--- src/rtl/sbf_pkg.sv ---
// Shared types, constants and a helper function of the stack blur filter.
`default_nettype none

package sbf_pkg;

	// Default sizing of the frame stores and register limits.
	localparam int MAX_WIDTH_DEF  = 512;
	localparam int MAX_HEIGHT_DEF = 4096;
	localparam int MAX_RADIUS_DEF = 15;

	// Fixed field widths.
	localparam int W_W        = 10;
	localparam int H_W        = 13;
	localparam int R_W        = 4;
	localparam int CH_W       = 8;
	localparam int RING_W     = 7;
	localparam int N_W        = 24;
	localparam int SUM_W      = 16;
	localparam int CFG_IDX_W  = 2;
	localparam int CFG_DATA_W = 13;
	localparam int QUEUE_DEPTH = 4;

	// Configuration register indexes.
	typedef enum logic [CFG_IDX_W-1:0] {
		REG_WIDTH  = 2'd0,
		REG_HEIGHT = 2'd1,
		REG_RADIUS = 2'd2
	} cfg_reg_t;

	// Input transaction payload.
	typedef struct packed {
		logic            func;
		logic [CH_W-1:0] in_alpha;
		logic [CH_W-1:0] in_red;
		logic [CH_W-1:0] in_green;
		logic [CH_W-1:0] in_blue;
	} pix_t;

	// Output transaction payload.
	typedef struct packed {
		logic [CH_W-1:0] out_alpha;
		logic [CH_W-1:0] out_red;
		logic [CH_W-1:0] out_green;
		logic [CH_W-1:0] out_blue;
		logic            frame_done;
	} res_t;

	// Active frame geometry.
	typedef struct packed {
		logic [W_W-1:0] w;
		logic [H_W-1:0] h;
		logic [R_W-1:0] r;
	} cfg_t;

	// Work command from the front end to the back end.
	typedef struct packed {
		logic              is_pix;
		logic              last_col;
		logic              do_out;
		logic              frame_done;
		logic [CH_W-1:0]   a;
		logic [CH_W-1:0]   red;
		logic [CH_W-1:0]   green;
		logic [CH_W-1:0]   blue;
		logic [W_W-1:0]    col;
		logic [RING_W-1:0] row_ring;
		logic [W_W-1:0]    x;
		logic [H_W-1:0]    y;
		logic [RING_W-1:0] y_ring;
	} cmd_t;

	// Address width of a store, at least one bit.
	function automatic int clog2m(input int v);
		int n;
		n = $clog2(v);
		return (n < 1) ? 1 : n;
	endfunction

endpackage

`default_nettype wire

--- src/rtl/sbf_fifo.sv ---
// Command queue between the front end and the back end.
`default_nettype none

module sbf_fifo #(
	parameter int DEPTH = sbf_pkg::QUEUE_DEPTH
) (
	input  wire logic          clk,
	input  wire logic          arst_n,
	input  wire logic          push,
	input  wire sbf_pkg::cmd_t wr_cmd,
	output logic               full,
	input  wire logic          pop,
	output sbf_pkg::cmd_t      rd_cmd,
	output logic               empty
);

	localparam int PW = sbf_pkg::clog2m(DEPTH);

	sbf_pkg::cmd_t mem_q [DEPTH];
	logic [PW-1:0] wr_q, rd_q;
	logic [PW:0]   cnt_q;

	assign full   = (cnt_q == (PW+1)'(DEPTH));
	assign empty  = (cnt_q == '0);
	assign rd_cmd = mem_q[rd_q];

	// Entry storage.
	always_ff @(posedge clk) begin
		if (push) begin
			mem_q[wr_q] <= wr_cmd;
		end
	end

	// Pointers and fill count.
	always_ff @(posedge clk or negedge arst_n) begin
		if (!arst_n) begin
			wr_q  <= '0;
			rd_q  <= '0;
			cnt_q <= '0;
		end else begin
			if (push) begin
				wr_q <= (wr_q == PW'(DEPTH - 1)) ? '0 : wr_q + PW'(1);
			end
			if (pop) begin
				rd_q <= (rd_q == PW'(DEPTH - 1)) ? '0 : rd_q + PW'(1);
			end
			if (push && !pop) begin
				cnt_q <= cnt_q + (PW+1)'(1);
			end else if (pop && !push) begin
				cnt_q <= cnt_q - (PW+1)'(1);
			end
		end
	end

endmodule

`default_nettype wire

--- config.mk ---
export PLATFORM = sky130hd
export DESIGN_NAME = sbf_fifo
export DESIGN_NICKNAME = d
export VERILOG_FILES = /design/src/rtl/sbf_pkg.sv /design/src/rtl/sbf_fifo.sv
export SDC_FILE = /design/constraint.sdc
export NUM_CORES = 1
export LEC_CHECK = 0
export BUFFER_PORTS_ARGS = -buffer_cell sky130_fd_sc_hd__buf_4
export CELL_PAD_IN_SITES_DETAIL_PLACEMENT = 0
export CELL_PAD_IN_SITES_GLOBAL_PLACEMENT = 1
export CORE_AREA = 5 5 173 175
export CTS_CLUSTER_DIAMETER = 200
export DETAILED_ROUTE_END_ITERATION = 8
export DIE_AREA = 0 0 178 180
export PLACE_DENSITY_LB_ADDON = 0.1
export SYNTH_ARGS = -nofsm -noshare
export SYNTH_HDL_FRONTEND = slang
export SYNTH_SLANG_ARGS = --single-unit
--- constraint.sdc ---
create_clock -name clk -period 5.4 [get_ports clk]
set_input_delay 1.08 -clock clk [delete_from_list [all_inputs] [get_ports clk]]
set_output_delay 1.08 -clock clk [all_outputs]
set_load 0.01 [all_outputs]
==> impl_metrics.env <==
export IMPL_status="completed"
export IMPL_yosys_warnings=0
export IMPL_ys_ff_latch=339
export IMPL_cts_hold_buf=0
export IMPL_cts_buffers_inserted=37
export IMPL_vias=5550
export IMPL_fmaxAchievable_mhz=272.5
export IMPL_grt_usage_pct=14.54
export IMPL_synth_common_cells="edfxtp_1, mux4_2, buf_2, dfrtp_1, ha_1"
export IMPL_synthToLayoutAreaGrowth_pct=23.48
export IMPL_synth_xor_area_share_pct=0.2112
export IMPL_worstSetupStartpoint="rd_q[1]"
export IMPL_p_seq_share_pct=42.3
export IMPL_die_w_um=178
export IMPL_regArea_sq_mm=0.01015
export IMPL_gp_congestion=0.6691
export IMPL_insertedDiodeCount=0
export IMPL_tightest_slew_ps=1129
export IMPL_synth_adder_area_share_pct=0.7643
export IMPL_die_area_sq_mm=0.03204
export IMPL_critPathKind="flip-flop to output pin"
export IMPL_hold_viol=0
export IMPL_finalCritPeriodShare_pct=67.97
export IMPL_antenna_found_initial=0
export IMPL_floorplan_initialDensity_pct=43.94
export IMPL_synth_top_flop_cell="edfxtp_1"
export IMPL_synth_simple_area_share_pct=0.4525
export IMPL_grt_pass1_wl_um=35700
export IMPL_fill_cells=2147
export IMPL_post_cts_setup_buffers=0
export IMPL_synth_top_area_share_pct=80.13
export IMPL_fin_skew_ps=7.297
export IMPL_wire_per_inst_um=21.65
export IMPL_min_path_type="input pin to asynchronous set/reset pin"
export IMPL_num_rows=62
export IMPL_vias_per_cell=5.144
export IMPL_synthTopCellsByArea="edfxtp_1, mux4_2, dfrtp_1"
export IMPL_synth_edff_count=332
export IMPL_grt_setup_unrepaired="false"
export IMPL_hpwl_um=13570
export IMPL_synth_top_family_by_area="multiplexers"
export IMPL_multiInputGateArea_sq_mm=0.002101
export IMPL_routed_wl_um=23360
export IMPL_cts_sinks=339
export IMPL_synth_top_area_cell="edfxtp_1"
export IMPL_critical_path_required_ps=4320
export IMPL_cts_root_buf="clkbuf_16"
export IMPL_cts_tree="built"
export IMPL_final_nets=763
export IMPL_final_util_pct=54.26
export IMPL_finalSetupTns_ps=0
export IMPL_synthMuxAreaShare_pct=15.30
export IMPL_setup_viol=0
export IMPL_p_sw_share_pct=26.39
export IMPL_synth_area_sq_mm=0.01244
export IMPL_cp_cell_sequence="buf_4, mux4_2, buf_4"
export IMPL_drive_gt1_share_pct=46.76
export IMPL_drc=0
export IMPL_vdd_drop_max_v=0.0004109
export IMPL_internal_power_w=0.006253
export IMPL_rrSetupSlack_ps=3070
export IMPL_power_leakage_nw=5.252
export IMPL_cp_end_kind="output pin"
export IMPL_grt_overflow=0
export IMPL_post_cts_resized=0
export IMPL_yosysMostFrequentCell="edfxtp_1"
export IMPL_worstSetupStartpointType="flip-flop"
export IMPL_dr_first_iter_drc_count=290
export IMPL_worstSkewPairLatency_ps=490
export IMPL_synthesis_instances=471
export IMPL_io_buffers=171
export IMPL_critPathMostFrequentCell="buf_4"
export IMPL_relSlewSlack_pct=24.71
export IMPL_coreArea_sq_mm=0.02831
export IMPL_worstPathArrival_ps=2590
export IMPL_p_per_area_mw_per_mm2=552.9
export IMPL_final_setup_worst_slack_ps=1730
export IMPL_clkPwrFrac_pct=30.7
export IMPL_power_w=0.008495
export IMPL_crit_slowest_cell="dfrtp_4"
export IMPL_io_pins=172
export IMPL_place_ws_ps=2208
export IMPL_max_clock_path_buffers=3
export IMPL_p_comb_share_pct=26.9
export IMPL_path_max_fanout=72
export IMPL_finalMaxSlewViolations=0
export IMPL_stdcell_count=1079
export IMPL_synth_area_per_cell_sq_um=26.42
export IMPL_drv_cap=0
export IMPL_timing_rr_start="wr_q[0]"
export IMPL_grt_pass1_vias=6235
export IMPL_synthesis_nets=565
export IMPL_synth_cell_type_count=21
export IMPL_drtPass1Iterations=4
export IMPL_slowest_delay_ps=1180
export IMPL_die_h_um=180
export IMPL_ant_nets=0
export IMPL_synth_compound_area_share_pct=0.08045
export IMPL_min_period_ps=3670
export IMPL_power_switching_w=0.002241
export IMPL_htree_levels=2
export IMPL_async_reset_ff_share_pct=2.065
export IMPL_grt_max_degree=73
export IMPL_clk_pin_slew_ps=60
export IMPL_dp_cells=1014
export IMPL_synth_seq_area_share_pct=81.54
[worst paths after layout]
kind                           endpoint  cells after the start
max in group asynchronous       rd_q[1]                      1
max reg2reg                mem_q[0][38]                      4
min                            cnt_q[2]                      1
min in group clk               cnt_q[2]                      1
min reg2reg                    cnt_q[2]                      1
max                          rd_cmd[44]                      3
[metal layers]
layer / routed length, um / vias to the layer above / GRT usage [%]
li1: - / 2421 / -
met1: 9717 / 2923 / 19.63
met3: 1606 / 26 / 3.803
met2: 11680 / 180 / 23.93
met5: 0 / - / 0
met4: 358 / 0 / 3.403
[logic make-up (layout without fill, tap and decap cells)]
kind of cell,count (synthesis),in the layout
flip-flops,339,339
AO/OA/AOI/OAI,2,2
adder cells (fa/ha/maj),7,7
multiplexers,86,86
AND/OR/NAND/NOR,11,11
buffers and inverters,23,247
XOR/XNOR,3,3
[layout by cell type (no fill, tap or decap)]
cell / netlist / layout
mux2_2: 3 / 3
clkinvlp_4: 0 / 3
xor2_1: 2 / 2
buf_4: 3 / 178
dfrtp_1: 7 / 5
edfxtp_1: 332 / 332
fa_1: 1 / 1
mux4_2: 83 / 83
nand2_1: 2 / 2
nor2_1: 3 / 3
nor3b_1: 1 / 1
nor3_1: 1 / 1
xnor2_1: 1 / 1
ha_1: 6 / 6
bufinv_16: 0 / 8
inv_1: 4 / 4
clkinv_1: 0 / 3
clkbuf_1: 2 / 7
dfrtp_4: 0 / 2
o21ai_0: 2 / 2
clkbuf_16: 0 / 37
and2_4: 0 / 4
clkinv_2: 0 / 5
clkbuf_8: 0 / 2
[power by group through the flow]
stage	clock network, W	registers (W)	logic [W]
2_1_floorplan	0	0.00353	0.00153
3_3_place_gp	0	0.00364	0.00234
3_5_place_dp	0	0.00366	0.00236
4_1_cts	0.00267	0.00361	0.00237
5_1_grt	0.00279	0.00364	0.00248
6_report	0.00261	0.00360	0.00229
[registers in the layout (all words and copies together), names as in the netlist]
signal and cells:
wr_q 2, mem_q 332, cnt_q 3, rd_q 2
[critical path, delay by kind of cell, from the launching register on]
| family | cells | cell delay [ps] |
|---|---|---|
| flip-flops | 1 | 1180 |
| multiplexers | 1 | 340 |
| buffers and inverters | 2 | 550 |
[per-stage QoR]
stage          hold WS, ps  cell area [sq um]
2_1_floorplan        456.3              12440
3_3_place_gp         470.4              14080
3_5_place_dp         488.4              14080
4_1_cts              369.0              15360
5_1_grt              371.4              15360
6_report             397.3              15360
[layout make-up]
type                    instances  share of cell area, %
flip-flops and latches        339                  66.08
multi-input cells             109                  13.67
repair buffers                178                  8.698
clock buffers                  46                  6.377
well taps                     384                  3.127
clock inverters                19                  1.946
inverters                       4                0.09773
Power figures use the tool's default switching activity.
