File: config.mk
export PLATFORM = sky130hd
export DESIGN_NAME = sbf_front
export DESIGN_NICKNAME = d
export VERILOG_FILES = /design/src/rtl/sbf_pkg.sv /design/src/rtl/sbf_front.sv
export SDC_FILE = /design/constraint.sdc
export NUM_CORES = 1
export LEC_CHECK = 0
export BUFFER_PORTS_ARGS = -buffer_cell sky130_fd_sc_hd__buf_2
export CAP_MARGIN = 20
export CORE_MARGIN = 3
export CORE_UTILIZATION = 30
export DETAILED_ROUTE_END_ITERATION = 8
export PLACE_DENSITY = 0.46
export SETUP_SLACK_MARGIN = 0.15
export SLEW_MARGIN = 20
export SYNTH_ARGS = -nofsm -noshare
export SYNTH_HDL_FRONTEND = slang
export SYNTH_SLANG_ARGS = --single-unit
File: constraint.sdc
create_clock -name clk -period 10.3 [get_ports clk]
set_input_delay 1.03 -clock clk [delete_from_list [all_inputs] [get_ports clk]]
set_output_delay 1.03 -clock clk [all_outputs]
set_load 0.05 [all_outputs]
File: src/rtl/sbf_pkg.sv
// Shared types, constants and a helper function of the stack blur filter.
`default_nettype none

package sbf_pkg;

	// Default sizing of the frame stores and register limits.
	localparam int MAX_WIDTH_DEF  = 512;
	localparam int MAX_HEIGHT_DEF = 4096;
	localparam int MAX_RADIUS_DEF = 15;

	// Fixed field widths.
	localparam int W_W        = 10;
	localparam int H_W        = 13;
	localparam int R_W        = 4;
	localparam int CH_W       = 8;
	localparam int RING_W     = 7;
	localparam int N_W        = 24;
	localparam int SUM_W      = 16;
	localparam int CFG_IDX_W  = 2;
	localparam int CFG_DATA_W = 13;
	localparam int QUEUE_DEPTH = 4;

	// Configuration register indexes.
	typedef enum logic [CFG_IDX_W-1:0] {
		REG_WIDTH  = 2'd0,
		REG_HEIGHT = 2'd1,
		REG_RADIUS = 2'd2
	} cfg_reg_t;

	// Input transaction payload.
	typedef struct packed {
		logic            func;
		logic [CH_W-1:0] in_alpha;
		logic [CH_W-1:0] in_red;
		logic [CH_W-1:0] in_green;
		logic [CH_W-1:0] in_blue;
	} pix_t;

	// Output transaction payload.
	typedef struct packed {
		logic [CH_W-1:0] out_alpha;
		logic [CH_W-1:0] out_red;
		logic [CH_W-1:0] out_green;
		logic [CH_W-1:0] out_blue;
		logic            frame_done;
	} res_t;

	// Active frame geometry.
	typedef struct packed {
		logic [W_W-1:0] w;
		logic [H_W-1:0] h;
		logic [R_W-1:0] r;
	} cfg_t;

	// Work command from the front end to the back end.
	typedef struct packed {
		logic              is_pix;
		logic              last_col;
		logic              do_out;
		logic              frame_done;
		logic [CH_W-1:0]   a;
		logic [CH_W-1:0]   red;
		logic [CH_W-1:0]   green;
		logic [CH_W-1:0]   blue;
		logic [W_W-1:0]    col;
		logic [RING_W-1:0] row_ring;
		logic [W_W-1:0]    x;
		logic [H_W-1:0]    y;
		logic [RING_W-1:0] y_ring;
	} cmd_t;

	// Address width of a store, at least one bit.
	function automatic int clog2m(input int v);
		int n;
		n = $clog2(v);
		return (n < 1) ? 1 : n;
	endfunction

endpackage

`default_nettype wire

File: src/rtl/sbf_front.sv
// Front end: configuration registers, frame position tracking and command issue.
`default_nettype none

module sbf_front #(
	parameter int MAX_WIDTH  = sbf_pkg::MAX_WIDTH_DEF,
	parameter int MAX_HEIGHT = sbf_pkg::MAX_HEIGHT_DEF,
	parameter int MAX_RADIUS = sbf_pkg::MAX_RADIUS_DEF
) (
	input  wire logic                               clk,
	input  wire logic                               arst_n,
	input  wire logic                               cfg_we,
	input  wire logic [sbf_pkg::CFG_IDX_W-1:0]      cfg_index,
	input  wire logic [sbf_pkg::CFG_DATA_W-1:0]     cfg_wdata,
	input  wire logic                               pix_valid,
	output logic                                    pix_ready,
	input  wire sbf_pkg::pix_t                      pix,
	output sbf_pkg::cfg_t                           cfg,
	output logic                                    push,
	output sbf_pkg::cmd_t                           cmd,
	input  wire logic                               full
);

	localparam int W_W    = sbf_pkg::W_W;
	localparam int H_W    = sbf_pkg::H_W;
	localparam int R_W    = sbf_pkg::R_W;
	localparam int N_W    = sbf_pkg::N_W;
	localparam int RING_W = sbf_pkg::RING_W;
	localparam int RING   = 2 * MAX_RADIUS + 1;

	logic [W_W-1:0]     w_q;
	logic [H_W-1:0]     h_q;
	logic [R_W-1:0]     r_q;
	logic [N_W-1:0]     n_q;
	logic [W_W-1:0]     in_col_q;
	logic [RING_W-1:0]  in_ring_q;
	logic [W_W-1:0]     x_q;
	logic [H_W-1:0]     y_q;
	logic [RING_W-1:0]  y_ring_q;

	logic [W_W+H_W-1:0] total;
	logic [14:0]        lat;
	logic               is_pix, do_out, last_col, out_last_col, done, accept;

	function automatic logic [W_W-1:0] clamp_w(input logic [W_W-1:0] v);
		if (v == '0) return W_W'(1);
		if (int'(v) > MAX_WIDTH) return W_W'(MAX_WIDTH);
		return v;
	endfunction

	function automatic logic [H_W-1:0] clamp_h(input logic [H_W-1:0] v);
		if (v == '0) return H_W'(1);
		if (int'(v) > MAX_HEIGHT) return H_W'(MAX_HEIGHT);
		return v;
	endfunction

	function automatic logic [R_W-1:0] clamp_r(input logic [R_W-1:0] v);
		if (int'(v) > MAX_RADIUS) return R_W'(MAX_RADIUS);
		return v;
	endfunction

	function automatic logic [RING_W-1:0] ring_inc(input logic [RING_W-1:0] v);
		return (v == RING_W'(RING - 1)) ? '0 : v + RING_W'(1);
	endfunction

	assign cfg = '{w: w_q, h: h_q, r: r_q};

	// Frame geometry and item classification.
	assign total        = (W_W+H_W)'(w_q) * (W_W+H_W)'(h_q);
	assign lat          = 15'(r_q) * 15'(w_q) + 15'(r_q);
	assign is_pix       = (n_q < N_W'(total));
	assign do_out       = (n_q >= N_W'(lat));
	assign last_col     = (in_col_q == w_q - W_W'(1));
	assign out_last_col = (x_q == w_q - W_W'(1));
	assign done         = do_out && out_last_col && (y_q == h_q - H_W'(1));

	// An early drain transaction is taken and dropped.
	assign pix_ready = !full;
	assign accept    = pix_valid && pix_ready;
	assign push      = accept && !(pix.func && is_pix);

	always_comb begin
		cmd.is_pix     = is_pix;
		cmd.last_col   = last_col;
		cmd.do_out     = do_out;
		cmd.frame_done = done;
		cmd.a          = pix.in_alpha;
		cmd.red        = pix.in_red;
		cmd.green      = pix.in_green;
		cmd.blue       = pix.in_blue;
		cmd.col        = in_col_q;
		cmd.row_ring   = in_ring_q;
		cmd.x          = x_q;
		cmd.y          = y_q;
		cmd.y_ring     = y_ring_q;
	end

	// Registers and frame counters.
	always_ff @(posedge clk or negedge arst_n) begin
		if (!arst_n) begin
			w_q       <= clamp_w(W_W'(512));
			h_q       <= clamp_h(H_W'(512));
			r_q       <= clamp_r(R_W'(1));
			n_q       <= '0;
			in_col_q  <= '0;
			in_ring_q <= '0;
			x_q       <= '0;
			y_q       <= '0;
			y_ring_q  <= '0;
		end else if (cfg_we) begin
			unique case (sbf_pkg::cfg_reg_t'(cfg_index))
				sbf_pkg::REG_WIDTH:  w_q <= clamp_w(cfg_wdata[W_W-1:0]);
				sbf_pkg::REG_HEIGHT: h_q <= clamp_h(cfg_wdata[H_W-1:0]);
				sbf_pkg::REG_RADIUS: r_q <= clamp_r(cfg_wdata[R_W-1:0]);
				default: ;
			endcase
			if (cfg_index == sbf_pkg::REG_WIDTH || cfg_index == sbf_pkg::REG_HEIGHT ||
			    cfg_index == sbf_pkg::REG_RADIUS) begin
				n_q       <= '0;
				in_col_q  <= '0;
				in_ring_q <= '0;
				x_q       <= '0;
				y_q       <= '0;
				y_ring_q  <= '0;
			end
		end else if (push) begin
			if (done) begin
				n_q       <= '0;
				in_col_q  <= '0;
				in_ring_q <= '0;
				x_q       <= '0;
				y_q       <= '0;
				y_ring_q  <= '0;
			end else begin
				n_q <= n_q + N_W'(1);
				if (is_pix) begin
					if (last_col) begin
						in_col_q  <= '0;
						in_ring_q <= ring_inc(in_ring_q);
					end else begin
						in_col_q <= in_col_q + W_W'(1);
					end
				end
				if (do_out) begin
					if (out_last_col) begin
						x_q      <= '0;
						y_q      <= y_q + H_W'(1);
						y_ring_q <= ring_inc(y_ring_q);
					end else begin
						x_q <= x_q + W_W'(1);
					end
				end
			end
		end
	end

endmodule

`default_nettype wire

==> results of run 1 <==
-- layout make-up --
class / count / area, sq um / area share [%]
multi-input combinational: 1172 / 9250 / 66.4
inverter: 154 / 578 / 4.15
clock buffer: 11 / 243 / 1.74
antenna: 1 / 2.50 / 0.0180
tap: 539 / 674 / 4.84
clock inverter: 5 / 60.1 / 0.431
sequential: 98 / 2460 / 17.6
timing repair buffer: 121 / 661 / 4.74
-- critical path: cells and delay by family, from the launching register on --
kind | cells | cell delay (ps)
adder cells (fa/ha/maj) | 7 | 3210
AO/OA/AOI/OAI | 9 | 2070
AND/OR/NAND/NOR | 5 | 1020
flip-flops | 1 | 850
buffers and inverters | 7 | 780
XOR/XNOR | 1 | 130
-- metal layers --
metal,track usage [%],wire [um]
met1,25.0,18800
met2,27.0,16900
met3,2.34,1630
met4,3.58,638
met5,0,13
-- power by group through the flow --
| stage | Sequential (mW) | Combinational [mW] | Clock (mW) |
|---|---|---|---|
| 2_1_floorplan | 0.527 | 0.720 | 0 |
| 3_3_place_gp | 0.502 | 0.989 | 0 |
| 3_5_place_dp | 0.504 | 0.988 | 0 |
| 4_1_cts | 0.497 | 1.00 | 0.379 |
| 5_1_grt | 0.504 | 1.13 | 0.395 |
| 6_report | 0.497 | 0.989 | 0.364 |
-- cells in the final DEF (no fill, tap or decap), drive strengths merged, types with 10 or more instances in the layout --
| cell | synthesis | routed |
|---|---|---|
| ha | 135 | 135 |
| o31ai | 17 | 17 |
| nor2b | 19 | 19 |
| o21a | 10 | 10 |
| xnor2 | 44 | 44 |
| o21ai | 124 | 124 |
| nor2 | 70 | 70 |
| a31oi | 10 | 10 |
| a21o | 15 | 15 |
| buf | 49 | 121 |
| inv | 154 | 156 |
| and2 | 85 | 85 |
| nand2b | 30 | 30 |
| clkbuf | 65 | 11 |
| a21oi | 45 | 45 |
| a22o | 13 | 13 |
| and3 | 23 | 23 |
| xor2 | 33 | 33 |
| nor3 | 21 | 21 |
| nor4 | 16 | 16 |
| fa | 105 | 105 |
| nand3 | 34 | 34 |
| dfrtp | 95 | 95 |
| nand2 | 196 | 196 |
| nand4 | 18 | 18 |
-- state kept, by name, summed over array words and instances, names as in the netlist --
signal and flops:
h_q 13, x_q 10, in_col_q 10, y_ring_q 7, y_q 13, w_q 10
in_ring_q 7, r_q 4, n_q 24
-- cell families (layout without fill, tap and decap cells) --
group	count (synthesis)	in the layout	synth area share (%)
flops	98	98	19.1
compound gates	285	285	13.9
other cells	0	1	0
fa+ha+maj	243	243	29.7
simple gates	558	558	22.2
mux	9	9	0.759
xor+xnor	77	77	5.25
buf+inv	268	291	9.03
-- stage by stage --
stage / worst slack, ps / area, sq um / utilization, % / cells / hold WS [ps]
final: 844 / 13900 / 33.0 / 2101 / 537
after global placement: 1470 / 13600 / 32.3 / 2084 / 516
after detailed placement: 1230 / 13600 / 32.3 / 2084 / 536
after CTS: 783 / 13900 / 33.0 / 2100 / 545
after global routing: 364 / 13900 / 33.0 / 2100 / 570
after floorplan: 1060 / 12800 / - / 1538 / 510
-- how the worst min path moves through the flow --
stage,from,endpoint,slack (ps),cells after the start
2_1_floorplan,n_q[17],n_q[17],510,1
3_3_place_gp,y_ring_q[5],y_ring_q[5],520,1
3_5_place_dp,y_ring_q[3],y_ring_q[3],540,1
4_1_cts,y_ring_q[3],y_ring_q[3],550,1
5_1_grt,y_ring_q[5],y_ring_q[5],570,1
6_report,y_ring_q[3],y_ring_q[3],540,1
==> flow_metrics.env, run 1 <==
export IMPL_status="finished clean"
export IMPL_synth_seq_cells=98
export IMPL_startpoint="h_q[6]"
export IMPL_power_mw=1.85
export IMPL_gp_congestion=0.831
export IMPL_hpwl_um=29400
export IMPL_syn_num_nets=1831
export IMPL_ctsHoldBuffers=0
export IMPL_relSlewSlack_pct=31.9
export IMPL_yosysWarnings=0
export IMPL_synth_top_area_share_pct=18.5
export IMPL_grt_max_degree=59
export IMPL_p_leak_nw=6.89
export IMPL_fillers=4418
export IMPL_io_buffers=100
export IMPL_rrSetupSlack_ps=1310
export IMPL_start_util_pct=30.5
export IMPL_cp_start_kind="flip-flop"
export IMPL_max_vdd_ir_drop_uv=78.2
export IMPL_required_ps=9270
export IMPL_hold_class="reg -> reg"
export IMPL_htree_levels=3
export IMPL_critPathKind="reg -> out"
export IMPL_cts_resized=0
export IMPL_rsz0062_at_grt="no"
export IMPL_clock_power_share_pct=19.7
export IMPL_drc_errors=0
export IMPL_dieArea_sq_um=45400
export IMPL_synth_edf_count=0
export IMPL_finalSetupTns_ps=0
export IMPL_drive_gt1_share_pct=10.6
export IMPL_tightest_slew_ps=1020
export IMPL_cp_endpoint="push"
export IMPL_p_per_area_nw_per_um2=133
export IMPL_r2r_end="x_q[5]"
export IMPL_yosysMostFrequentCell="nand2_1"
export IMPL_critPathMaxFanout=18
export IMPL_cts_buffers=9
export IMPL_p_sw_share_pct=46.9
export IMPL_area_growth_syn_to_layout_pct=8.35
export IMPL_drt_pass1_iter_count=5
export IMPL_crit_arrival_ps=8430
export IMPL_synth_area_per_cell_sq_um=8.35
export IMPL_clkTransAtPathRegs_ps=70
export IMPL_clockBufferDepth=2
export IMPL_r2r_start="h_q[6]"
export IMPL_synth_seq_area_share_pct=19.1
export IMPL_pin_count=165
export IMPL_fin_worst_skew_ps=10.5
export IMPL_min_period_ps=9460
export IMPL_end_kind="output port"
export IMPL_die_width_um=213
export IMPL_grt_pass1_vias=10560
export IMPL_wl_per_cell_um=18.1
export IMPL_post_cts_buffers=0
export IMPL_hold_viol_final=0
export IMPL_combPwrFrac_pct=53.4
export IMPL_fmax_mhz=106
export IMPL_synth_ff_type="dfrtp_1"
export IMPL_antenna_found_initial=1
export IMPL_nets=1849
export IMPL_grt_pass1_wl_um=61200
export IMPL_clkSinkCount=98
export IMPL_max_cap_violations=0
export IMPL_synth_largest_area_cell="dfrtp_1"
export IMPL_reg2reg_depth=32
export IMPL_synthTopCellsByArea="dfrtp_1, fa_1, ha_1"
export IMPL_grt_overflow=0
export IMPL_p_seq_share_pct=26.9
export IMPL_track_usage_pct=17.1
export IMPL_syn_inst=1538
export IMPL_ys_types=75
export IMPL_vias_per_cell=5.10
export IMPL_synthArstFlopShare_pct=100
export IMPL_slew_viol_final=0
export IMPL_detail_route_antenna_nets=0
export IMPL_num_rows=75
export IMPL_synthesis_area_sq_um=12800
export IMPL_synth_common_cells="nand2_1, inv_1, ha_1"
export IMPL_drt_initial_drc_count=642
export IMPL_fin_crit_sh_pct=91.8
export IMPL_critPathSlowestCell="dfrtp_1"
export IMPL_coreArea_sq_um=42100
export IMPL_cts_tree="done"
export IMPL_cts_root_buffer="clkbuf_16"
export IMPL_cp_slowest_stage_delay_ps=850
export IMPL_worstSkewPairLatency_ps=370
export IMPL_p_switching_uw=868
export IMPL_die_y_um=213
export IMPL_num_vias=10724
export IMPL_p_int_uw=983
export IMPL_finalSetupViolCount=0
export IMPL_drt_total_wl_um=38000
Note: power is estimated with default switching activity, not from simulation.
==> run 2, diff against run 1 <==
--- a/config.mk
+++ b/config.mk
@@ -9,6 +9,7 @@
 export CAP_MARGIN = 20
 export CORE_MARGIN = 3
 export CORE_UTILIZATION = 30
+export CTS_BUF_LIST = sky130_fd_sc_hd__clkbuf_2 sky130_fd_sc_hd__clkbuf_4 sky130_fd_sc_hd__clkbuf_8
 export DETAILED_ROUTE_END_ITERATION = 8
 export PLACE_DENSITY = 0.46
 export SETUP_SLACK_MARGIN = 0.15
==> run 2 against run 1 <==
Sequential share of layout area up 0.12 points; via count decreased by 0.46%; sequential power about the same; global-route usage is essentially flat; die area stayed put; clock power shrank 23%; core utilization is 0.23 points lower; combinational power about the same; final cell count stayed put; critical path type unchanged.
==> flow_metrics.env, run 2 (same netlist as run 1, synthesis figures left out) <==
export IMPL_finish_utilization_pct=32.8
export IMPL_p_leak_nw=6.85
export IMPL_num_vias=10675
export IMPL_cts_tree="done"
export IMPL_layout_commonest_cell="nand2_1"
export IMPL_path_buf_inv=7
export IMPL_die_width_um=213
export IMPL_holdPathEnd="y_ring_q[3]"
export IMPL_coreArea_sq_um=42100
export IMPL_finalSetupTns_ps=0
export IMPL_drt_pass1_iter_count=5
export IMPL_worstSkewPairLatency_ps=410
export IMPL_drc_errors=0
export IMPL_finalSetupViolCount=0
export IMPL_slew_viol_final=0
export IMPL_start_util_pct=30.5
export IMPL_final_cell_mix="nand2_1, inv_1, ha_1, o21ai_0, fa_1"
export IMPL_grt_max_degree=59
export IMPL_top_regs="n_q x24, h_q x13, y_q x13"
export IMPL_critPathMaxFanout=18
export IMPL_antenna_found_initial=1
export IMPL_crit_arrival_ps=8460
export IMPL_p_per_area_nw_per_um2=128
export IMPL_cp_top_family="adder cells"
export IMPL_dieArea_sq_um=45400
export IMPL_drt_total_wl_um=37900
export IMPL_startpoint="h_q[6]"
export IMPL_rrSetupSlack_ps=1320
export IMPL_gp_congestion=0.831
export IMPL_tightest_slew_ps=1050
export IMPL_hold_viol_final=0
export IMPL_clkSinkCount=98
export IMPL_io_buffers=100
export IMPL_grt_pass1_vias=10575
export IMPL_htree_levels=3
export IMPL_rsz0062_at_grt="no"
export IMPL_cp_slowest_stage_delay_ps=850
export IMPL_hpwl_um=29400
export IMPL_largest_reg_flops=24
export IMPL_r2r_end="x_q[5]"
export IMPL_grt_overflow=0
export IMPL_hold_path_depth=1
export IMPL_clkTransAtPathRegs_ps=100
export IMPL_post_cts_buffers=0
export IMPL_regMostFlops="n_q"
export IMPL_grt_pass1_wl_um=61100
export IMPL_die_y_um=213
export IMPL_cts_resized=0
export IMPL_end_kind="output port"
export IMPL_fin_crit_sh_pct=92.1
export IMPL_max_cap_violations=0
export IMPL_reg2reg_depth=32
export IMPL_critPathSlowestCell="dfrtp_1"
export IMPL_vias_per_cell=5.08
export IMPL_r2r_start="h_q[6]"
export IMPL_min_delay_start="y_ring_q[3]"
export IMPL_min_period_ps=9490
export IMPL_max_vdd_ir_drop_uv=62.7
export IMPL_pin_count=165
export IMPL_status="finished clean"
export IMPL_cp_num_cells=29
export IMPL_cp_start_kind="flip-flop"
export IMPL_postPlaceCellArea_sq_um=13600
export IMPL_clockBufferDepth=2
export IMPL_critPathKind="reg -> out"
export IMPL_cts_root_buffer="clkbuf_8"
export IMPL_cts_buffers=9
export IMPL_relSlewSlack_pct=30.3
export IMPL_drive_gt1_share_pct=10.7
export IMPL_required_ps=9270
export IMPL_detail_route_antenna_nets=0
export IMPL_fin_worst_skew_ps=16.4
export IMPL_num_rows=75
export IMPL_drt_initial_drc_count=569
export IMPL_wl_per_cell_um=18.0
export IMPL_hold_class="reg -> reg"
export IMPL_track_usage_pct=17.1
export IMPL_ctsHoldBuffers=0
export IMPL_nets=1849
export IMPL_fmax_mhz=105
export IMPL_stdcell_area_sq_um=13800
export IMPL_area_growth_syn_to_layout_pct=7.60
run 2: cell count changes in the layout (fill, tap and decap cells not counted):
cell	before	now
clkbuf_1	1	0
clkbuf_16	9	0
clkbuf_4	0	1
clkbuf_8	1	10
run 2: worst max-delay path by stage:
stage               endpoint
global route            push
floorplan             y_q[0]
detailed placement      push
finish                  push
CTS                     push
global placement        push
run 2: per-layer routing:
metal | GRT usage [%] | share of wire [%] | up-vias
met3 | 2.34 | 4.3 | 30
met1 | 24.9 | 50 | 5242
met2 | 27.0 | 44 | 232
met5 | 0 | 0.034 | -
met4 | 3.37 | 1.6 | 2
li1 | - | - | 5169
run 2: through the flow:
step	power (mW)	hold WS [ps]	worst slack, ps	std cells
2_1_floorplan	1.25	510	1060	1538
3_3_place_gp	1.49	516	1470	2084
3_5_place_dp	1.49	536	1230	2084
4_1_cts	1.79	550	728	2100
5_1_grt	1.94	576	305	2100
6_report	1.77	549	809	2101
run 2: area by class of cell:
cell class,instances,area (sq um)
clock inverter,5,60.1
inverter,154,578
sequential,98,2460
tap,539,674
multi-input combinational,1172,9250
antenna,1,2.50
timing repair buffer,121,661
fill,4427,28300
clock buffer,11,145
run 2: power by group:
group | total (mW) | leakage (nW) | internal (mW) | switching, mW
Clock | 0.281 | 0.104 | 0.123 | 0.157
Combinational | 0.989 | 5.42 | 0.375 | 0.614
Sequential | 0.496 | 1.32 | 0.411 | 0.0856
